## config.mk

```make
export PLATFORM = sky130hd
export DESIGN_NAME = accel_wear_activity_detector
export DESIGN_NICKNAME = d
export VERILOG_FILES = /design/src/rtl/wad_pkg.sv /design/src/rtl/wad_config.sv /design/src/rtl/wad_motion.sv /design/src/rtl/wad_tracker.sv /design/src/rtl/accel_wear_activity_detector.sv
export SDC_FILE = /design/constraint.sdc
export NUM_CORES = 2
export LEC_CHECK = 0
export ABC_CLOCK_PERIOD_IN_PS = 14200
export BUFFER_PORTS_ARGS = -buffer_cell sky130_fd_sc_hd__buf_2
export CAP_MARGIN = 20
export CORE_MARGIN = 2
export CORE_UTILIZATION = 65
export DETAILED_ROUTE_END_ITERATION = 16
export GPL_TIMING_DRIVEN = 0
export PLACE_DENSITY = 0.82
export SETUP_SLACK_MARGIN = 0.05
export SYNTH_ARGS = -nofsm -noshare
export SYNTH_HDL_FRONTEND = slang
export SYNTH_SLANG_ARGS = --single-unit
```

## constraint.sdc

```tcl
create_clock -name clk -period 14.2 [get_ports clk]
set_input_delay 1.42 -clock clk [delete_from_list [all_inputs] [get_ports clk]]
set_output_delay 1.42 -clock clk [all_outputs]
set_load 0.01 [all_outputs]
```

## src/rtl/wad_pkg.sv

```systemverilog
// shared types and constants of the wear activity detector
`default_nettype none
package wad_pkg;

  localparam int ONE_G       = 4096;
  localparam int RUN_MAX     = 255;
  localparam int TIME_W      = 32;
  localparam int ACCEL_W     = 16;
  localparam int INTERVAL_W  = 16;
  localparam int THR_W       = 15;
  localparam int CONFIRM_W   = 8;
  localparam int RUN_W       = 8;
  localparam int HI_W        = 16;
  localparam int LO_W        = 13;
  localparam int HI_SQ_W     = 32;
  localparam int LO_SQ_W     = 26;
  localparam int SUM_W       = 32;
  localparam int CFG_IDX_W   = 2;
  localparam int CFG_DATA_W  = 16;
  localparam int IN_DATA_W   = 80;
  localparam int OUT_DATA_W  = 8;

  // register indexes
  localparam logic [CFG_IDX_W-1:0] REG_SAMPLE_INTERVAL  = 2'd0;
  localparam logic [CFG_IDX_W-1:0] REG_MOTION_THRESHOLD = 2'd1;
  localparam logic [CFG_IDX_W-1:0] REG_MOVING_CONFIRM   = 2'd2;
  localparam logic [CFG_IDX_W-1:0] REG_STILL_CONFIRM    = 2'd3;

  // reset values
  localparam int INTERVAL_RESET = 100;
  localparam int THR_RESET      = 410;
  localparam int MOVING_RESET   = 3;
  localparam int STILL_RESET    = 50;
  localparam int HI_SQ_RESET    = (ONE_G + THR_RESET) * (ONE_G + THR_RESET);
  localparam int LO_SQ_RESET    = (ONE_G - THR_RESET) * (ONE_G - THR_RESET);

  typedef struct packed {
    logic [INTERVAL_W-1:0] sample_interval;
    logic [CONFIRM_W-1:0]  moving_confirm;
    logic [CONFIRM_W-1:0]  still_confirm;
    logic [HI_SQ_W-1:0]    hi_sq;
    logic [LO_SQ_W-1:0]    lo_sq;
    logic                  lo_en;
  } cfg_t;

  typedef struct packed {
    logic idle;
    logic sampled;
    logic above_threshold;
  } result_t;

endpackage
`default_nettype wire

```

## src/rtl/wad_config.sv

```systemverilog
// configuration registers and precomputed squared magnitude bounds
`default_nettype none
module wad_config (
  input  wire logic                           clk,
  input  wire logic                           rst,
  input  wire logic                           cfg_we,
  input  wire logic [wad_pkg::CFG_IDX_W-1:0]  cfg_index,
  input  wire logic [wad_pkg::CFG_DATA_W-1:0] cfg_data,
  output wad_pkg::cfg_t                       cfg
);

  logic [wad_pkg::THR_W-1:0] motion_threshold;
  logic [wad_pkg::HI_W-1:0]  hi;
  logic [wad_pkg::LO_W-1:0]  lo;
  logic                      lo_en;

  always_comb begin
    hi    = wad_pkg::HI_W'(wad_pkg::ONE_G) + wad_pkg::HI_W'(motion_threshold);
    lo_en = motion_threshold < wad_pkg::THR_W'(wad_pkg::ONE_G);
    lo    = wad_pkg::LO_W'(wad_pkg::ONE_G) - motion_threshold[wad_pkg::LO_W-1:0];
  end

  always_ff @(posedge clk) begin
    if (rst) begin
      cfg.sample_interval <= wad_pkg::INTERVAL_W'(wad_pkg::INTERVAL_RESET);
      motion_threshold    <= wad_pkg::THR_W'(wad_pkg::THR_RESET);
      cfg.moving_confirm  <= wad_pkg::CONFIRM_W'(wad_pkg::MOVING_RESET);
      cfg.still_confirm   <= wad_pkg::CONFIRM_W'(wad_pkg::STILL_RESET);
      cfg.hi_sq           <= wad_pkg::HI_SQ_W'(wad_pkg::HI_SQ_RESET);
      cfg.lo_sq           <= wad_pkg::LO_SQ_W'(wad_pkg::LO_SQ_RESET);
      cfg.lo_en           <= 1'b1;
    end else begin
      if (cfg_we) begin
        case (cfg_index)
          wad_pkg::REG_SAMPLE_INTERVAL:  cfg.sample_interval <= cfg_data;
          wad_pkg::REG_MOTION_THRESHOLD: motion_threshold <= cfg_data[wad_pkg::THR_W-1:0];
          wad_pkg::REG_MOVING_CONFIRM:   cfg.moving_confirm <= cfg_data[wad_pkg::CONFIRM_W-1:0];
          wad_pkg::REG_STILL_CONFIRM:    cfg.still_confirm <= cfg_data[wad_pkg::CONFIRM_W-1:0];
          default: ;
        endcase
      end
      // bounds are registered from the threshold register, so they follow it in the next cycle
      cfg.hi_sq <= wad_pkg::HI_SQ_W'(hi) * wad_pkg::HI_SQ_W'(hi);
      cfg.lo_sq <= wad_pkg::LO_SQ_W'(lo) * wad_pkg::LO_SQ_W'(lo);
      cfg.lo_en <= lo_en;
    end
  end

endmodule
`default_nettype wire

```

## src/rtl/wad_motion.sv

```systemverilog
// magnitude test: sum of squares against the squared bounds
`default_nettype none
module wad_motion (
  input  wire logic                               read_ok,
  input  wire logic signed [wad_pkg::ACCEL_W-1:0] accel_x,
  input  wire logic signed [wad_pkg::ACCEL_W-1:0] accel_y,
  input  wire logic signed [wad_pkg::ACCEL_W-1:0] accel_z,
  input  wire wad_pkg::cfg_t                      cfg,
  output logic                                    moving
);

  logic signed [2*wad_pkg::ACCEL_W-1:0] sq_x, sq_y, sq_z;
  logic [wad_pkg::SUM_W-1:0]            sum;

  always_comb begin
    sq_x = accel_x * accel_x;
    sq_y = accel_y * accel_y;
    sq_z = accel_z * accel_z;
    // each square is at most 2^30, so the sum fits 32 bits
    sum  = wad_pkg::SUM_W'(sq_x) + wad_pkg::SUM_W'(sq_y) + wad_pkg::SUM_W'(sq_z);
    moving = read_ok &&
             ((sum > cfg.hi_sq) ||
              (cfg.lo_en && (sum < wad_pkg::SUM_W'(cfg.lo_sq))));
  end

endmodule
`default_nettype wire

```

## src/rtl/wad_tracker.sv

```systemverilog
// sample gating, run counters and the debounced wear state
`default_nettype none
module wad_tracker (
  input  wire logic                        clk,
  input  wire logic                        rst,
  input  wire logic                        advance,
  input  wire logic [wad_pkg::TIME_W-1:0]  now_ms,
  input  wire logic                        moving,
  input  wire wad_pkg::cfg_t               cfg,
  output wad_pkg::result_t                 result
);

  logic [wad_pkg::TIME_W-1:0] last_sample_time;
  logic [wad_pkg::RUN_W-1:0]  moving_run, moving_run_next;
  logic [wad_pkg::RUN_W-1:0]  still_run, still_run_next;
  logic                       idle_flag, idle_flag_next;
  logic [wad_pkg::TIME_W-1:0] elapsed;
  logic                       take;

  always_comb begin
    elapsed = now_ms - last_sample_time;
    take    = elapsed >= wad_pkg::TIME_W'(cfg.sample_interval);

    if (moving) begin
      moving_run_next = (moving_run == wad_pkg::RUN_W'(wad_pkg::RUN_MAX)) ?
                        moving_run : moving_run + wad_pkg::RUN_W'(1);
      still_run_next  = '0;
    end else begin
      still_run_next  = (still_run == wad_pkg::RUN_W'(wad_pkg::RUN_MAX)) ?
                        still_run : still_run + wad_pkg::RUN_W'(1);
      moving_run_next = '0;
    end

    if (!idle_flag) begin
      idle_flag_next = still_run_next >= cfg.still_confirm;
    end else begin
      idle_flag_next = !(moving_run_next >= cfg.moving_confirm);
    end

    result.idle            = take ? idle_flag_next : idle_flag;
    result.sampled         = take;
    result.above_threshold = take && moving;
  end

  always_ff @(posedge clk) begin
    if (rst) begin
      last_sample_time <= '0;
      moving_run       <= '0;
      still_run        <= '0;
      idle_flag        <= 1'b0;
    end else if (advance && take) begin
      last_sample_time <= now_ms;
      moving_run       <= moving_run_next;
      still_run        <= still_run_next;
      idle_flag        <= idle_flag_next;
    end
  end

endmodule
`default_nettype wire

```

## src/rtl/accel_wear_activity_detector.sv

```systemverilog
// top level of the accelerometer wear activity detector
// an accepted item waits in the input register, then moves to the result register when that frees
// throughput: one item per cycle unless m_tready stalls; single compute stage between the registers
// rst (synchronous, active high) empties both registers, zeroes time and run state,
// marks the wearer active and loads the configuration reset values
`default_nettype none
module accel_wear_activity_detector (
  input  wire logic                            clk,
  input  wire logic                            rst,
  // configuration write port
  input  wire logic                            cfg_we,
  input  wire logic [wad_pkg::CFG_IDX_W-1:0]   cfg_index,
  input  wire logic [wad_pkg::CFG_DATA_W-1:0]  cfg_data,
  // input items
  input  wire logic                            s_tvalid,
  output logic                                 s_tready,
  input  wire logic [wad_pkg::IN_DATA_W-1:0]   s_tdata,  // now_ms, accel_x, accel_y, accel_z
  input  wire logic                            s_tuser,  // read_ok
  // result items
  output logic                                 m_tvalid,
  input  wire logic                            m_tready,
  output logic [wad_pkg::OUT_DATA_W-1:0]       m_tdata   // idle, sampled, above_threshold, zero pad
);

  wad_pkg::cfg_t    cfg;
  wad_pkg::result_t result;

  // input register
  logic                                in_valid;
  logic [wad_pkg::TIME_W-1:0]          in_now_ms;
  logic                                in_read_ok;
  logic signed [wad_pkg::ACCEL_W-1:0]  in_accel_x, in_accel_y, in_accel_z;

  // result register
  logic                                out_valid;
  wad_pkg::result_t                    out_result;

  logic load_out;
  logic advance;
  logic moving;

  // the result register frees when empty or being taken; the input register
  // then moves on in the same cycle, so ready does not wait for an empty block
  assign load_out = !out_valid || m_tready;
  assign advance  = in_valid && load_out;
  assign s_tready = !in_valid || load_out;

  always_ff @(posedge clk) begin
    if (rst) begin
      in_valid <= 1'b0;
    end else if (s_tvalid && s_tready) begin
      in_valid <= 1'b1;
    end else if (advance) begin
      in_valid <= 1'b0;
    end
  end

  always_ff @(posedge clk) begin
    if (s_tvalid && s_tready) begin
      in_now_ms  <= s_tdata[31:0];
      in_accel_x <= s_tdata[47:32];
      in_accel_y <= s_tdata[63:48];
      in_accel_z <= s_tdata[79:64];
      in_read_ok <= s_tuser;
    end
  end

  wad_config u_config (
    .clk       (clk),
    .rst       (rst),
    .cfg_we    (cfg_we),
    .cfg_index (cfg_index),
    .cfg_data  (cfg_data),
    .cfg       (cfg)
  );

  // magnitude test against 1 g plus or minus the threshold, no square root
  wad_motion u_motion (
    .read_ok (in_read_ok),
    .accel_x (in_accel_x),
    .accel_y (in_accel_y),
    .accel_z (in_accel_z),
    .cfg     (cfg),
    .moving  (moving)
  );

  // state only commits when the item leaves the input register
  wad_tracker u_tracker (
    .clk     (clk),
    .rst     (rst),
    .advance (advance),
    .now_ms  (in_now_ms),
    .moving  (moving),
    .cfg     (cfg),
    .result  (result)
  );

  always_ff @(posedge clk) begin
    if (rst) begin
      out_valid <= 1'b0;
    end else if (load_out) begin
      out_valid <= in_valid;
    end
  end

  always_ff @(posedge clk) begin
    if (advance) begin
      out_result <= result;
    end
  end

  assign m_tvalid = out_valid;
  assign m_tdata  = {5'b0, out_result.above_threshold, out_result.sampled, out_result.idle};

endmodule
`default_nettype wire

```

==> results.md <==
- Area of placed instances: between 50,000 and 60,000 µm²
- Critical-path top delay cell: fa_2
- Die Footprint: 79,500 µm²
- Peak fanout along the critical path: 10
- Fin crit share: 0.953
- Post-DP HPWL: 107 mm
- WP data required: 14.59 ns
- Max incr delay on CP: roughly 0.74 ns
- Setup repair after global routing missed its margin: false
- EDFF count, synth: 84
- Leading cell types by total area after synthesis: fa_1 (43%), ha_1 (12%), inv_1 (11%), dfxtp_1 (6.1%), edfxtp_1 (5.0%)
- Routed wirelength normalized by instance count: 19.0 µm
- Endpoint type of the worst setup path: flop
- Cell count after synthesis: ~5,300
- Final Hold Vio Count: 0
- Total CTS buffers: 29
- Average instance area after synthesis: about 9.4 µm²
- Maximum level of the CTS H-tree: 1
- Clock Path Buffers: 3
- Maximum clock skew at final layout: 0.0350 ns
- Antenna violations before repair: 1
- FMAX: 73.9 MHz
- Cell mode on critical path: fa_1
- Area Growth Syn to Fin: 6.19%
- Site Rows: between 100 and 150
- Result of the run: finished, final reports clean
- Number of max-slew violations in the final report: 0
- Async S/R FF share, synth: 0
- Effective utilization at floorplan: 0.659
- Buffers added on ports: 107
- Layout cells sized above 1: 0.0493
- Global-route wire length before repair: 202 mm
- Via-to-Cell Ratio: 5.51
- Number of global-route vias before repair: 39,100
- Most used cells in the layout excluding fill and tap cells: inv_1 (1,480), fa_1 (1,077), ha_1 (490)
- Count of TritonRoute iterations in the first routing pass: 7
- Number of placed I/O pins: approximately 110
- Crit start category: flop
- Most frequent standard cell in the layout excluding fill and tap cells: inv_1
- Pin count of the biggest net entering global routing: 62
- Final hold slack: 0.454 ns
- Num Clock Sinks: about 240
- Critical path class: flop to flop
- Violation count after the first detailed-routing iteration: approximately 2,300
- # hold bufs at CTS: 0
- Gpl congestion: between 0.9 and 1
- Total number of vias: roughly 36,000
- Final-stage net count: a little over 7,000
- Post-CTS clock slew at the launch and capture registers of the worst setup and hold paths: ~0.07 ns
- Sum of overflow across all layers after global routing: 0
- Placeable Area: 76,200 µm²
- Worst min-delay path category: flop to flop
- Number of nets with antenna violations after routing: 0
- Arr. time, crit path: approximately 14 ns
- Slew HR: 0.256
- Proportion of synthesized chip area in sequential cells: 0.111
- Die outline width: about 280 µm
- Total GRT Usage: 0.328
- Fraction of synthesized cell area taken by the top area cell type: 0.430
- Final count of negative-setup-slack endpoints: 0
- DRC Markers: 0
- Top_reg_cell synth: dfxtp_1
- Seq cells post-synth: 237
- Transition time at the pin with the least slew margin: between 1 and 1.5 ns
- Synthesis Warnings: 0
- Die Y-Extent: around 280 µm
- CTS Root Buffer Type: clkbuf_16
- Number of different library cells in the post-synthesis netlist: between 70 and 80
- Final instance area: approximately 53,000 µm²
- Routed Wire Length: roughly 120 mm
- Crit path time final: about 14 ns
- Register-to-register path setup slack: between 0.6 and 0.7 ns
- Cell Area, Synth: 50,200 µm²
- Clk_lat worst skew: between 0.6 and 0.7 ns
- # Max-Cap Violations: 0
- Library cell occupying the most area in the post-synthesis netlist: fa_1
- CTS tree: built
final timing paths:
check,from,endpoint,cells after the start
worst max-delay path,in_accel_y[1]$_DFFE_PP_,m_tdata[0]$_DFFE_PP_,47
worst max register to register,in_accel_y[1]$_DFFE_PP_,m_tdata[0]$_DFFE_PP_,47
worst min register to register,u_config.cfg[88]$_SDFFE_PP0P_,u_config.cfg[88]$_SDFFE_PP0P_,2
worst min-delay path,u_config.cfg[88]$_SDFFE_PP0P_,u_config.cfg[88]$_SDFFE_PP0P_,2
synth_stat cells (all sizes together) (70+ instances only):
library cell / number
inv: 1487
and2: 223
ha: 490
a21oi: 160
xnor2: 121
nand2: 409
fa: 1079
nor2: 230
nand3: 73
edfxtp: 84
dfxtp: 153
clkbuf: 131
o21ai: 101
a21o: 70
sequential cells by signal (all words and copies together), names as in the netlist:
name,cells
in_accel_x,16
in_accel_y,16
in_accel_z,16
in_now_ms,32
in_read_ok,1
in_valid,1
m_tdata,3
m_tvalid,1
u_config.cfg,87
u_config.motion_threshold,15
u_tracker.idle_flag,1
u_tracker.last_sample_time,32
u_tracker.moving_run,8
u_tracker.still_run,8
critical path: cells and delay by family (launching register included):
| family | cells | cell delay [ns] |
|---|---|---|
| DFF | 1 | 0.52 |
| buffers and inverters | 9 | 1.47 |
| muxes | 1 | 0.24 |
| AOI/OAI and AO/OA | 17 | 3.64 |
| adders and majority gates | 12 | 5.99 |
| and+or+nand+nor | 7 | 1.18 |
| xor gates and xnor gates | 1 | 0.20 |
final cells by class:
class	count	area [µm²]
Clock inverter	18	153
Clock buffer	36	825
Tap cell	1030	1290
Antenna cell	2	5.00
Inverter	1496	5630
Fill cell	5821	22900
Sequential cell	237	5590
Timing Repair Buffer	128	729
Buffer	144	608
Multi-Input combinational cell	3456	38500
cells by family (layout without fill, tap and decap cells):
logic type | Yosys count | after routing | share of synthesized area
simple gates | 1171 | 1171 | 0.113
other cells | 1 | 9 | 0.0000747
mux | 9 | 9 | 0.00187
fa+ha+maj | 1569 | 1569 | 0.552
buf+inv | 1641 | 1822 | 0.123
flops | 237 | 237 | 0.111
compound gates | 534 | 534 | 0.0696
xor+xnor | 166 | 166 | 0.0289
metal layers:
layer / global-route usage / up-vias / part of all wire / wire (µm)
met1: 0.419 / 18000 / 0.39 / 48200
met5: 0 / - / 0 / 0
met2: 0.561 / 1337 / 0.49 / 60600
met4: 0.156 / 0 / 0.058 / 7160
met3: 0.0375 / 384 / 0.065 / 8090
li1: - / 16400 / - / -
per-stage QoR:
step / worst slack [ns] / TNS, ns / utilization / cells
floorplan: 2.29 / 0 / - / 5334
global placement: -0.0396 / -0.0396 / 0.683 / 6471
detailed placement: -0.120 / -0.189 / 0.684 / 6473
CTS: 0.130 / 0 / 0.697 / 6527
global route: 0.0984 / 0 / 0.700 / 6546
finish: 0.673 / 0 / 0.700 / 6547
repair_timing:
item | 4_1_cts | 5_1_grt
endpoints found under the hold margin | 0 | 0
buffers inserted | 0 | 18
resized for setup | 5 | 53
cloned | 0 | 0
endpoints found under the setup margin | 2 | 2
Power is not shown: default switching activity piles up to over one toggle a cycle in this logic, so the estimate is an artifact.
